## src/hdl/mcr_pkg.sv

```systemverilog
// Shared types and constants for the midpoint circle rasterizer.
// Used by mcr_step, mcr_emit, the top level and the checker; depends on nothing.
`timescale 1ns / 1ps

package mcr_pkg;

  // Coordinate and arithmetic widths fixed by the item format.
  localparam int unsigned CoordW  = 10;
  localparam int unsigned RadiusW = 9;
  localparam int unsigned PointW  = 12;
  localparam int unsigned DecW    = 14;

  // Packed stream widths.
  localparam int unsigned InDataW  = 32;
  localparam int unsigned OutDataW = 2 * PointW;

  // Request kinds carried on the input tuser bit.
  localparam logic ReqStart   = 1'b0;
  localparam logic ReqAdvance = 1'b1;

  // Number of symmetric points of one octant step.
  localparam int unsigned NumPoints = 8;
  localparam int unsigned IdxW      = $clog2(NumPoints);

  // One pending step handed from the step logic to the point emitter.
  typedef struct packed {
    logic [CoordW-1:0] x;
    logic [CoordW-1:0] y;
    logic [CoordW-1:0] p;
    logic [CoordW-1:0] q;
    logic              done;
  } mcr_desc_t;

endpackage

```

## src/hdl/mcr_step.sv

```systemverilog
// Octant-walk state and per-request update for the circle rasterizer.
// Holds x, y, decision value and center; emits one step record per request. Uses mcr_pkg.
`timescale 1ns / 1ps

module mcr_step import mcr_pkg::*; (
  input  logic               clk_i,
  input  logic               rst_ni,
  input  logic               req_valid_i,
  output logic               req_ready_o,
  input  logic               req_type_i,
  input  logic [RadiusW-1:0] radius_i,
  input  logic [CoordW-1:0]  center_x_i,
  input  logic [CoordW-1:0]  center_y_i,
  output logic               desc_valid_o,
  output mcr_desc_t          desc_o,
  input  logic               desc_pop_i
);

  logic [CoordW-1:0] step_x_q, step_x_d;
  logic [CoordW-1:0] step_y_q, step_y_d;
  logic [DecW-1:0]   dec_q, dec_d;
  logic [CoordW-1:0] cx_q, cx_d;
  logic [CoordW-1:0] cy_q, cy_d;
  logic              active_q, active_d;
  logic              desc_valid_q;
  mcr_desc_t         desc_q, desc_d;
  logic              accept;
  logic              dec_le_zero;
  logic [DecW-1:0]   x4;
  logic [DecW-1:0]   y4;

  // The step record slot frees up in the same cycle its last point leaves.
  assign req_ready_o = !desc_valid_q || desc_pop_i;
  assign accept      = req_valid_i && req_ready_o;

  assign dec_le_zero = dec_q[DecW-1] || (dec_q == '0);
  assign x4          = {{(DecW-CoordW-2){1'b0}}, step_x_q, 2'b00};
  assign y4          = {{(DecW-CoordW-2){1'b0}}, step_y_q, 2'b00};

  // Next walk state and the step record for the accepted request.
  always_comb begin
    step_x_d    = step_x_q;
    step_y_d    = step_y_q;
    dec_d       = dec_q;
    cx_d        = cx_q;
    cy_d        = cy_q;
    active_d    = active_q;
    desc_d      = '0;
    if (req_type_i == ReqStart) begin
      cx_d     = center_x_i;
      cy_d     = center_y_i;
      step_x_d = '0;
      step_y_d = {{(CoordW-RadiusW){1'b0}}, radius_i};
      dec_d    = DecW'(3) - {{(DecW-RadiusW-1){1'b0}}, radius_i, 1'b0};
      active_d = 1'b1;
    end else if (!active_q || (step_x_q >= step_y_q)) begin
      active_d    = 1'b0;
      desc_d.done = 1'b1;
    end else begin
      if (dec_le_zero) begin
        dec_d = dec_q + x4 + DecW'(6);
      end else begin
        dec_d    = dec_q + x4 - y4 + DecW'(10);
        step_y_d = step_y_q - CoordW'(1);
      end
      step_x_d = step_x_q + CoordW'(1);
    end
    if (!desc_d.done) begin
      desc_d.x = step_x_d;
      desc_d.y = step_y_d;
      desc_d.p = cx_d;
      desc_d.q = cy_d;
    end
  end

  // Walk state updates only on an accepted transaction.
  always_ff @(posedge clk_i or negedge rst_ni) begin
    if (!rst_ni) begin
      step_x_q <= '0;
      step_y_q <= '0;
      dec_q    <= '0;
      cx_q     <= '0;
      cy_q     <= '0;
      active_q <= 1'b0;
    end else if (accept) begin
      step_x_q <= step_x_d;
      step_y_q <= step_y_d;
      dec_q    <= dec_d;
      cx_q     <= cx_d;
      cy_q     <= cy_d;
      active_q <= active_d;
    end
  end

  // Step record slot.
  always_ff @(posedge clk_i or negedge rst_ni) begin
    if (!rst_ni) begin
      desc_valid_q <= 1'b0;
    end else if (accept) begin
      desc_valid_q <= 1'b1;
    end else if (desc_pop_i) begin
      desc_valid_q <= 1'b0;
    end
  end

  always_ff @(posedge clk_i) begin
    if (accept) begin
      desc_q <= desc_d;
    end
  end

  assign desc_valid_o = desc_valid_q;
  assign desc_o       = desc_q;

endmodule

```

## src/hdl/mcr_emit.sv

```systemverilog
// Point emitter: walks the eight symmetric points of one step record into
// the output register, one per cycle unless stalled. Uses mcr_pkg.
`timescale 1ns / 1ps

module mcr_emit import mcr_pkg::*; (
  input  logic              clk_i,
  input  logic              rst_ni,
  input  logic              desc_valid_i,
  input  mcr_desc_t         desc_i,
  output logic              desc_pop_o,
  output logic              out_valid_o,
  input  logic              out_ready_i,
  output logic [PointW-1:0] point_x_o,
  output logic [PointW-1:0] point_y_o,
  output logic              last_o,
  output logic              done_o
);

  logic [IdxW-1:0]   idx_q;
  logic              out_valid_q;
  logic [PointW-1:0] px_q, px_d;
  logic [PointW-1:0] py_q, py_d;
  logic              last_q, last_d;
  logic              done_q;
  logic              load;
  logic [PointW-1:0] ex, ey, ep, eq;

  assign ex = {{(PointW-CoordW){1'b0}}, desc_i.x};
  assign ey = {{(PointW-CoordW){1'b0}}, desc_i.y};
  assign ep = {{(PointW-CoordW){1'b0}}, desc_i.p};
  assign eq = {{(PointW-CoordW){1'b0}}, desc_i.q};

  // The output register takes a new point when it is empty or being drained.
  assign load       = desc_valid_i && (!out_valid_q || out_ready_i);
  assign last_d     = desc_i.done || (idx_q == IdxW'(NumPoints - 1));
  assign desc_pop_o = load && last_d;

  // Symmetric point selected by the point counter.
  always_comb begin
    case (idx_q)
      3'd0:    begin px_d = ep + ex; py_d = eq + ey; end
      3'd1:    begin px_d = ep - ex; py_d = eq + ey; end
      3'd2:    begin px_d = ep + ex; py_d = eq - ey; end
      3'd3:    begin px_d = ep - ex; py_d = eq - ey; end
      3'd4:    begin px_d = ep + ey; py_d = eq + ex; end
      3'd5:    begin px_d = ep + ey; py_d = eq - ex; end
      3'd6:    begin px_d = ep - ey; py_d = eq + ex; end
      default: begin px_d = ep - ey; py_d = eq - ex; end
    endcase
    if (desc_i.done) begin
      px_d = '0;
      py_d = '0;
    end
  end

  // Point counter and output valid.
  always_ff @(posedge clk_i or negedge rst_ni) begin
    if (!rst_ni) begin
      idx_q       <= '0;
      out_valid_q <= 1'b0;
    end else begin
      if (load) begin
        idx_q       <= last_d ? '0 : idx_q + IdxW'(1);
        out_valid_q <= 1'b1;
      end else if (out_ready_i) begin
        out_valid_q <= 1'b0;
      end
    end
  end

  // Output payload register.
  always_ff @(posedge clk_i) begin
    if (load) begin
      px_q   <= px_d;
      py_q   <= py_d;
      last_q <= last_d;
      done_q <= desc_i.done;
    end
  end

  assign out_valid_o = out_valid_q;
  assign point_x_o   = px_q;
  assign point_y_o   = py_q;
  assign last_o      = last_q;
  assign done_o      = done_q;

endmodule

```

## src/hdl/midpoint_circle_rasterizer.sv

```systemverilog
// Top level of the midpoint circle rasterizer.
// Instantiates mcr_step and mcr_emit; uses mcr_pkg.
`timescale 1ns / 1ps

// Usage:
//   The slave stream takes requests: tuser 0 starts a new circle from the
//   radius and center in tdata, tuser 1 advances the octant walk one step.
//   The master stream gives points. Each start or advance that still has a
//   step gives eight points in the fixed symmetric order, the last one with
//   tlast set. An advance with no circle, or with the walk finished, gives a
//   single transaction with tuser and tlast set and zero coordinates.
//   A request is registered into the step record, and each of its points
//   then into the output register. The master side gives one point per
//   cycle unless the receiver stalls. A new request is taken in the cycle
//   the previous request's last point enters the output register, so
//   requests run back to back. When the receiver stalls, the output
//   register holds its point and the one pending step record holds;
//   tready on the slave side drops until the record drains. Reset clears
//   the walk state (no circle active) and empties both the step record
//   and the output register.

module midpoint_circle_rasterizer import mcr_pkg::*; (
  input  logic                clk_i,
  input  logic                rst_ni,
  input  logic                s_axis_tvalid,
  output logic                s_axis_tready,
  // [8:0] radius, [18:9] center_x, [28:19] center_y, [31:29] zero
  input  logic [InDataW-1:0]  s_axis_tdata,
  // [0] req_type
  input  logic                s_axis_tuser,
  output logic                m_axis_tvalid,
  input  logic                m_axis_tready,
  // [11:0] point_x, [23:12] point_y
  output logic [OutDataW-1:0] m_axis_tdata,
  // last_of_step
  output logic                m_axis_tlast,
  // [0] circle_done
  output logic                m_axis_tuser
);

  logic              desc_valid;
  logic              desc_pop;
  mcr_desc_t         desc;
  logic [PointW-1:0] point_x;
  logic [PointW-1:0] point_y;

  // Walk state and step record.
  mcr_step u_step (
    .clk_i        (clk_i),
    .rst_ni       (rst_ni),
    .req_valid_i  (s_axis_tvalid),
    .req_ready_o  (s_axis_tready),
    .req_type_i   (s_axis_tuser),
    .radius_i     (s_axis_tdata[RadiusW-1:0]),
    .center_x_i   (s_axis_tdata[RadiusW+CoordW-1:RadiusW]),
    .center_y_i   (s_axis_tdata[RadiusW+2*CoordW-1:RadiusW+CoordW]),
    .desc_valid_o (desc_valid),
    .desc_o       (desc),
    .desc_pop_i   (desc_pop)
  );

  // Point generation and output register.
  mcr_emit u_emit (
    .clk_i        (clk_i),
    .rst_ni       (rst_ni),
    .desc_valid_i (desc_valid),
    .desc_i       (desc),
    .desc_pop_o   (desc_pop),
    .out_valid_o  (m_axis_tvalid),
    .out_ready_i  (m_axis_tready),
    .point_x_o    (point_x),
    .point_y_o    (point_y),
    .last_o       (m_axis_tlast),
    .done_o       (m_axis_tuser)
  );

  assign m_axis_tdata = {point_y, point_x};

endmodule

```

## config.mk

```make
export PLATFORM = sky130hd
export DESIGN_NAME = midpoint_circle_rasterizer
export DESIGN_NICKNAME = d
export VERILOG_FILES = /design/src/hdl/mcr_pkg.sv /design/src/hdl/mcr_step.sv /design/src/hdl/mcr_emit.sv /design/src/hdl/midpoint_circle_rasterizer.sv
export SDC_FILE = /design/constraint.sdc
export NUM_CORES = 1
export LEC_CHECK = 0
export BUFFER_PORTS_ARGS = -buffer_cell sky130_fd_sc_hd__buf_2
export CAP_MARGIN = 25
export CORE_UTILIZATION = 30
export CTS_BUF_LIST = sky130_fd_sc_hd__clkbuf_16
export CTS_CLUSTER_DIAMETER = 150
export DETAILED_ROUTE_END_ITERATION = 16
export PLACE_DENSITY = 0.47
export SYNTH_ARGS = -nofsm -noshare
export SYNTH_HDL_FRONTEND = slang
export SYNTH_SLANG_ARGS = --single-unit
```

## constraint.sdc

```tcl
create_clock -name clk_i -period 3.7 [get_ports clk_i]
set_input_delay 0.555 -clock clk_i [delete_from_list [all_inputs] [get_ports clk_i]]
set_output_delay 0.555 -clock clk_i [all_outputs]
set_load 0.02 [all_outputs]
```

==> results.toml, run 1 <==
[run_status]
status = "finished clean"

[layout]
syn_to_final_growth_pct = 20.8
layout.area.seq_um2 = 3520
drive_gt1_share_pct = 20.0
stdcell_count = 1671
multiInputGateArea_um2 = 6560
diodes = 0
fill_cells = 3483
nets = 1365

[sta]
rsz0062_at_grt = "true"
hold_viol_final = 0
post-route-period-util_pct = 97.8
fin_ws_ps = 79.6
setup_violations = 0
fin_crit_ps = 3620
skew_ps = 11.7
holdWs_ps = 30.2
fmax_ghz = 0.276
maxSlewHeadroom_pct = 51.0
worst_pin_slew_ps = 735
drv_slew = 0

[critical_path]
critPathCaptureType = "register"
crit_path_start_kind = "register"
crit_fanout = 4
cp.arrival_ps = 3960
critPathKind = "register to register"
crit_path_cell_trace = "ha_2 -> fa_2 -> a21o_1 -> o2bb2ai_4 -> o21ai_4 -> xor2_2 -> inv_2 -> ha_4 -> ha_4 -> a21o_1 -> a21oi_2 -> nor2b_1 -> a311oi_2 -> xor2_1 -> o211a_1 -> o21bai_1 -> a31oi_1"
slowest_delay_ps = 380
cp_slowest_cell = "dfrtp_1"
worstPathRequired_ps = 4040

[clocking]
root_buffer = "clkbuf_16"
clk_latency_ps = 420
clk_pin_slew_ps = 70
numCtsBuffers = 17
cts.path.max_buffers = 2
htree_levels = 4
cts_tree = "built"
clkSinkCount = 127

[drt]
ant_nets = 0
drc = 0
via_per_inst = 5.08
wl_per_cell_um = 17.6
drt-pass1-iter-count = 5
vias = 8494
routed_wl_mm = 29.5
first_iter_violations = 504

[job]
cap_violations = 0

[global_route]
grt_pass1_wl_mm = 46.7
grt_max_degree = 60
grt_pass1_vias = 8318
globalRouteOverflowTotal = 0
grt_usage_pct = 17.1
antenna_found_initial = 0

[place]
place.gp.congestion = 0.869
io_buffers = 61
dp_hpwl_mm = 23.0
post-place-ws_ps = -258
dp_cells = 1635

[synth]
synthCells = 1098
synth_top_area_share_pct = 19.7
seq_area_frac_synth_pct = 34.3
synth_area_leader_cell = "edfxtp_1"
yosysUniqueCellTypes = 78
syn_avg_cell_area_um2 = 9.32
synth_edf_count = 67
syn-cell-area_um2 = 10200
yosys_warnings = 0
syn_nets = 1253
ys_async_sr_fraction_pct = 47.2
synth_area_leaders = "edfxtp_1 20%, dfrtp_1 15%, ha_1 14%"
ys.flop_type = "edfxtp_1"
synth-seq-cells = 127

[floorplan]
start_util_pct = 30.5
num_io_pins = 65
num_rows = 67
die_h_um = 187
core-area_um2 = 33500
chipWidth_um = 187
fp.dieArea_um2 = 34800

[power_and_ir_drop]
powerDensity_nw_per_um2 = 929
peakVddDrop_uv = 913
leakage_nw = 5.29

[hold_path]
hold_path_class = "input pin to asynchronous set/reset pin"
-- flip-flops by register name (all words and copies together), names as in the netlist --
signal and flops:
u_step.desc_o 41, u_emit.last_o 1, u_emit.out_valid_o 1, u_emit.done_o 1, u_step.dec_q 14, u_step.cx_q 10
u_step.desc_valid_o 1, u_step.cy_q 10, u_emit.idx_q 3, u_emit.point_x_o 12, u_step.step_x_q 10, u_step.active_q 1
u_step.step_y_q 10, u_emit.point_y_o 12
-- cell usage in the layout (no fill, tap or decap), types with 23 or more instances in the layout --
cell	synthesis	layout
buf_4	0	62
ha_1	111	101
a21oi_1	80	72
a21o_1	23	23
o21ai_0	55	50
dfrtp_1	60	58
edfxtp_1	67	67
xnor2_1	53	52
nand2_1	94	94
inv_1	67	66
a22o_1	27	27
xor2_1	31	30
nor2_1	85	85
o21ai_1	21	25
buf_2	6	61
-- routing by layer --
metal	vias to the layer above	track usage (%)	routed length (um)
met2	155	28.2	13700
met1	4061	23.3	14300
met4	0	5.30	696
met3	26	2.20	768
li1	4252	-	-
met5	-	0	0
-- Yosys cell counts, types with 8 or more instances --
| cell type | n |
|---|---|
| a211oi_1 | 13 |
| a21o_1 | 23 |
| a21oi_1 | 80 |
| a22o_1 | 27 |
| a22oi_1 | 9 |
| a31oi_1 | 9 |
| and3_1 | 8 |
| clkbuf_1 | 27 |
| dfrtp_1 | 60 |
| edfxtp_1 | 67 |
| ha_1 | 111 |
| inv_1 | 67 |
| mux2_2 | 22 |
| mux2i_1 | 12 |
| nand2_1 | 94 |
| nand2b_1 | 13 |
| nand3_1 | 18 |
| nor2_1 | 85 |
| nor2b_1 | 17 |
| nor3_1 | 23 |
| o21ai_0 | 55 |
| o21ai_1 | 21 |
| o22ai_1 | 11 |
| or3_1 | 18 |
| xnor2_1 | 53 |
| xor2_1 | 31 |
-- logic make-up (layout without fill, tap and decap cells) --
| group | Yosys count | count (layout) | share of synthesized area [%] |
|---|---|---|---|
| compound gates | 315 | 315 | 20.9 |
| simple gates | 314 | 314 | 15.0 |
| flops | 127 | 127 | 34.3 |
| fa+ha+maj | 118 | 118 | 14.9 |
| buf+inv | 106 | 231 | 3.96 |
| xor+xnor | 84 | 84 | 7.19 |
| mux | 34 | 34 | 3.60 |
-- through the flow --
| stage | TNS [ps] | util [%] | area (um^2) | total power (W) |
|---|---|---|---|---|
| finish | 0 | 36.9 | 12400 | 0.0115 |
| CTS | 0 | 36.2 | 12100 | 0.0111 |
| global placement | -263 | 34.3 | 11500 | 0.00911 |
| global route | -183 | 36.9 | 12400 | 0.0126 |
| detailed placement | -358 | 34.3 | 11500 | 0.00919 |
| floorplan | 0 | - | 10300 | 0.00702 |
-- timing repair --
action,in CTS,in global routing
gates resized for setup,5,36
pin swaps,4,17
hold buffers,0,0
setup endpoints to repair,2,12
setup buffers,1,2
endpoints found under the hold margin,0,0
-- power breakdown --
group	leakage [nW]	internal [W]	switching, W
combinational	3.67	0.00348	0.00408
sequential	1.33	0.00193	0.000288
clock	0.291	0.00103	0.000683
-- worst max-delay path: cells and delay by family, from the launching register on --
family,cells,cell delay [ps]
AO/OA/AOI/OAI,9,1590
adder cells (fa/ha/maj),4,1010
XOR/XNOR,2,440
flip-flops,1,380
buffers and inverters,1,70
AND/OR/NAND/NOR,1,60
-- worst paths after layout --
check | startpoint | to | slack (ps) | depth (start not counted)
worst max register to register | u_step.step_x_q[0]$_DFFE_PN0P_ | u_step.dec_q[13]$_DFFE_PN0P_ | 80 | 17
worst min-delay path | rst_ni | u_step.cx_q[6]$_DFFE_PN0P_ | 30 | 1
worst max-delay path | u_step.step_x_q[0]$_DFFE_PN0P_ | u_step.dec_q[13]$_DFFE_PN0P_ | 80 | 17
max in group asynchronous | rst_ni | u_step.dec_q[3]$_DFFE_PN0P_ | 2860 | 3
worst min register to register | u_step.dec_q[0]$_DFFE_PN0P_ | u_step.dec_q[0]$_DFFE_PN0P_ | 480 | 1
min in group clk_i | s_axis_tvalid | u_step.desc_valid_o$_DFFE_PN0P_ | 340 | 2
-- layout make-up --
type                       count  share of cell area [%]
clock inverter                14                    1.12
clock buffer                  18                    3.64
inverter                      71                    2.16
tap                          448                    4.54
timing repair buffer         128                    7.04
multi-input combinational    865                    53.1
sequential                   127                    28.4
Note: power is estimated with default switching activity, not from simulation.
==> run 2, diff against run 1 <==
Settings changed: RECOVER_POWER set to 100.
==> results.toml, run 2 (synthesis gave the netlist of run 1 again) <==
[place]
post-place-ws_ps = -258
place.gp.congestion = 0.869
dp_hpwl_mm = 23.0
io_buffers = 61

[floorplan]
num_io_pins = 65
fp.dieArea_um2 = 34800
core-area_um2 = 33500
num_rows = 67
chipWidth_um = 187
die_h_um = 187
start_util_pct = 30.5

[critical_path]
worstPathRequired_ps = 4040
critPathKind = "register to register"
ff2ff_path_depth = 17
reg2reg_from = "u_step.step_x_q[0]$_DFFE_PN0P_"
reg2reg_to = "u_step.dec_q[13]$_DFFE_PN0P_"
critPathCaptureType = "register"
crit_path_start_kind = "register"
crit_fanout = 4
ff2ff_setup_slack_ps = 80
cp.arrival_ps = 3960

[sta]
holdWs_ps = 163
setup_violations = 0
post-route-period-util_pct = 97.8
fin_ws_ps = 80.8
skew_ps = 11.7
drv_slew = 23
rsz0062_at_grt = "true"
maxSlewHeadroom_pct = -3.49
fin_crit_ps = 3620
tns_ps = 0
worst_pin_slew_ps = 1550
hold_viol_final = 0
fmax_ghz = 0.276

[power_and_ir_drop]
peakVddDrop_uv = 912
leakage_nw = 5.14
powerDensity_nw_per_um2 = 935
total_power_w = 0.0114

[run_status]
violations = "max-capacitance violations, max-slew violations"
status = "finished, violations left"

[drt]
via_per_inst = 5.07
drt-pass1-iter-count = 5
wl_per_cell_um = 17.7
vias = 8473
ant_nets = 0
routed_wl_mm = 29.5
first_iter_violations = 498
drc = 0

[layout]
fill_cells = 3504
final_cell_mix = "101 x ha_1, 94 x nand2_1, 85 x nor2_1"
utilization_pct = 36.3
diodes = 0
largest_reg_flops = 41
nets = 1365
syn_to_final_growth_pct = 18.9
drive_gt1_share_pct = 16.2
final_common_cell = "ha_1"

[clocking]
clk_latency_ps = 420
cts_tree = "built"
cts_hold_buffers = 0
numCtsBuffers = 17
htree_levels = 4
clk_pin_slew_ps = 70
clkSinkCount = 127
root_buffer = "clkbuf_16"
cts.path.max_buffers = 2

[global_route]
grt_max_degree = 60
globalRouteOverflowTotal = 0
grt_pass1_wl_mm = 46.7
grt_pass1_vias = 8318
antenna_found_initial = 0
grt_usage_pct = 17.1

[job]
cap_violations = 1

[hold_path]
hold_path_class = "input pin to asynchronous set/reset pin"
## run 2: changes by cell type in the layout (fill, tap and decap cells not counted), sizes merged
cell    before  now
buf        128   86
clkbuf      18   60
## run 2: per-layer routing
metal  GRT usage (%)  vias up  share of wire, %
li1                -     4260                 -
met2            28.2      118                47
met1            23.3     4066                49
met4            5.30        0               2.3
met3            2.20       29               2.1
met5               0        -                 0
## run 2: power breakdown
group	leakage [nW]	internal (W)	total [W]	switching, W
Sequential	1.33	0.00193	0.00222	0.000291
Combinational	3.52	0.00340	0.00744	0.00404
Clock	0.291	0.00103	0.00171	0.000682
Total	5.14	0.00636	0.0114	0.00501
## run 2: how the worst max path moves through the flow
| stage | from | slack [ps] | depth (start not counted) | to |
|---|---|---|---|---|
| 2_1_floorplan | u_step.step_x_q[0]$_DFFE_PN0P_ | 10 | 17 | u_step.dec_q[13]$_DFFE_PN0P_ |
| 3_3_place_gp | u_step.dec_q[2]$_DFFE_PN0P_ | -230 | 15 | u_step.dec_q[13]$_DFFE_PN0P_ |
| 3_5_place_dp | u_step.dec_q[2]$_DFFE_PN0P_ | -260 | 15 | u_step.dec_q[13]$_DFFE_PN0P_ |
| 4_1_cts | u_step.dec_q[2]$_DFFE_PN0P_ | 30 | 16 | u_step.dec_q[12]$_DFFE_PN0P_ |
| 5_1_grt | u_step.step_x_q[0]$_DFFE_PN0P_ | -120 | 17 | u_step.dec_q[13]$_DFFE_PN0P_ |
| 6_report | u_step.step_x_q[0]$_DFFE_PN0P_ | 80 | 17 | u_step.dec_q[13]$_DFFE_PN0P_ |
## run 2: timing repair
action                                  4_1_cts  5_1_grt
pin swaps                                     4       17
setup buffers                                 1        2
gates resized for setup                       5       36
endpoints found under the setup margin        2       12
## run 2: cell type report
cell class / count / area (um^2) / share of cell area, %
Inverter: 71 / 267 / 2.19
Clock buffer: 18 / 450 / 3.70
Clock inverter: 14 / 139 / 1.14
Sequential cell: 127 / 3510 / 28.9
Tap cell: 448 / 561 / 4.61
Multi-Input combinational cell: 865 / 6500 / 53.4
Timing Repair Buffer: 128 / 736 / 6.05
## run 2: critical path: stages (launching register included)
cell and delay (ps):
dfrtp_1 380, ha_2 200, fa_2 340, a21o_1 230
o2bb2ai_4 160, o21ai_4 200, xor2_2 190, inv_2 70
ha_4 280, ha_4 190, a21o_1 170, a21oi_2 130
nor2b_1 60, a311oi_2 310, xor2_1 250, o211a_1 160
o21bai_1 70, a31oi_1 160
## run 2: per-stage QoR
| stage | cell area [um^2] | cells |
|---|---|---|
| floorplan | 10300 | 1098 |
| global placement | 11500 | 1634 |
| detailed placement | 11500 | 1635 |
| CTS | 12100 | 1668 |
| global route | 12200 | 1671 |
| finish | 12200 | 1671 |
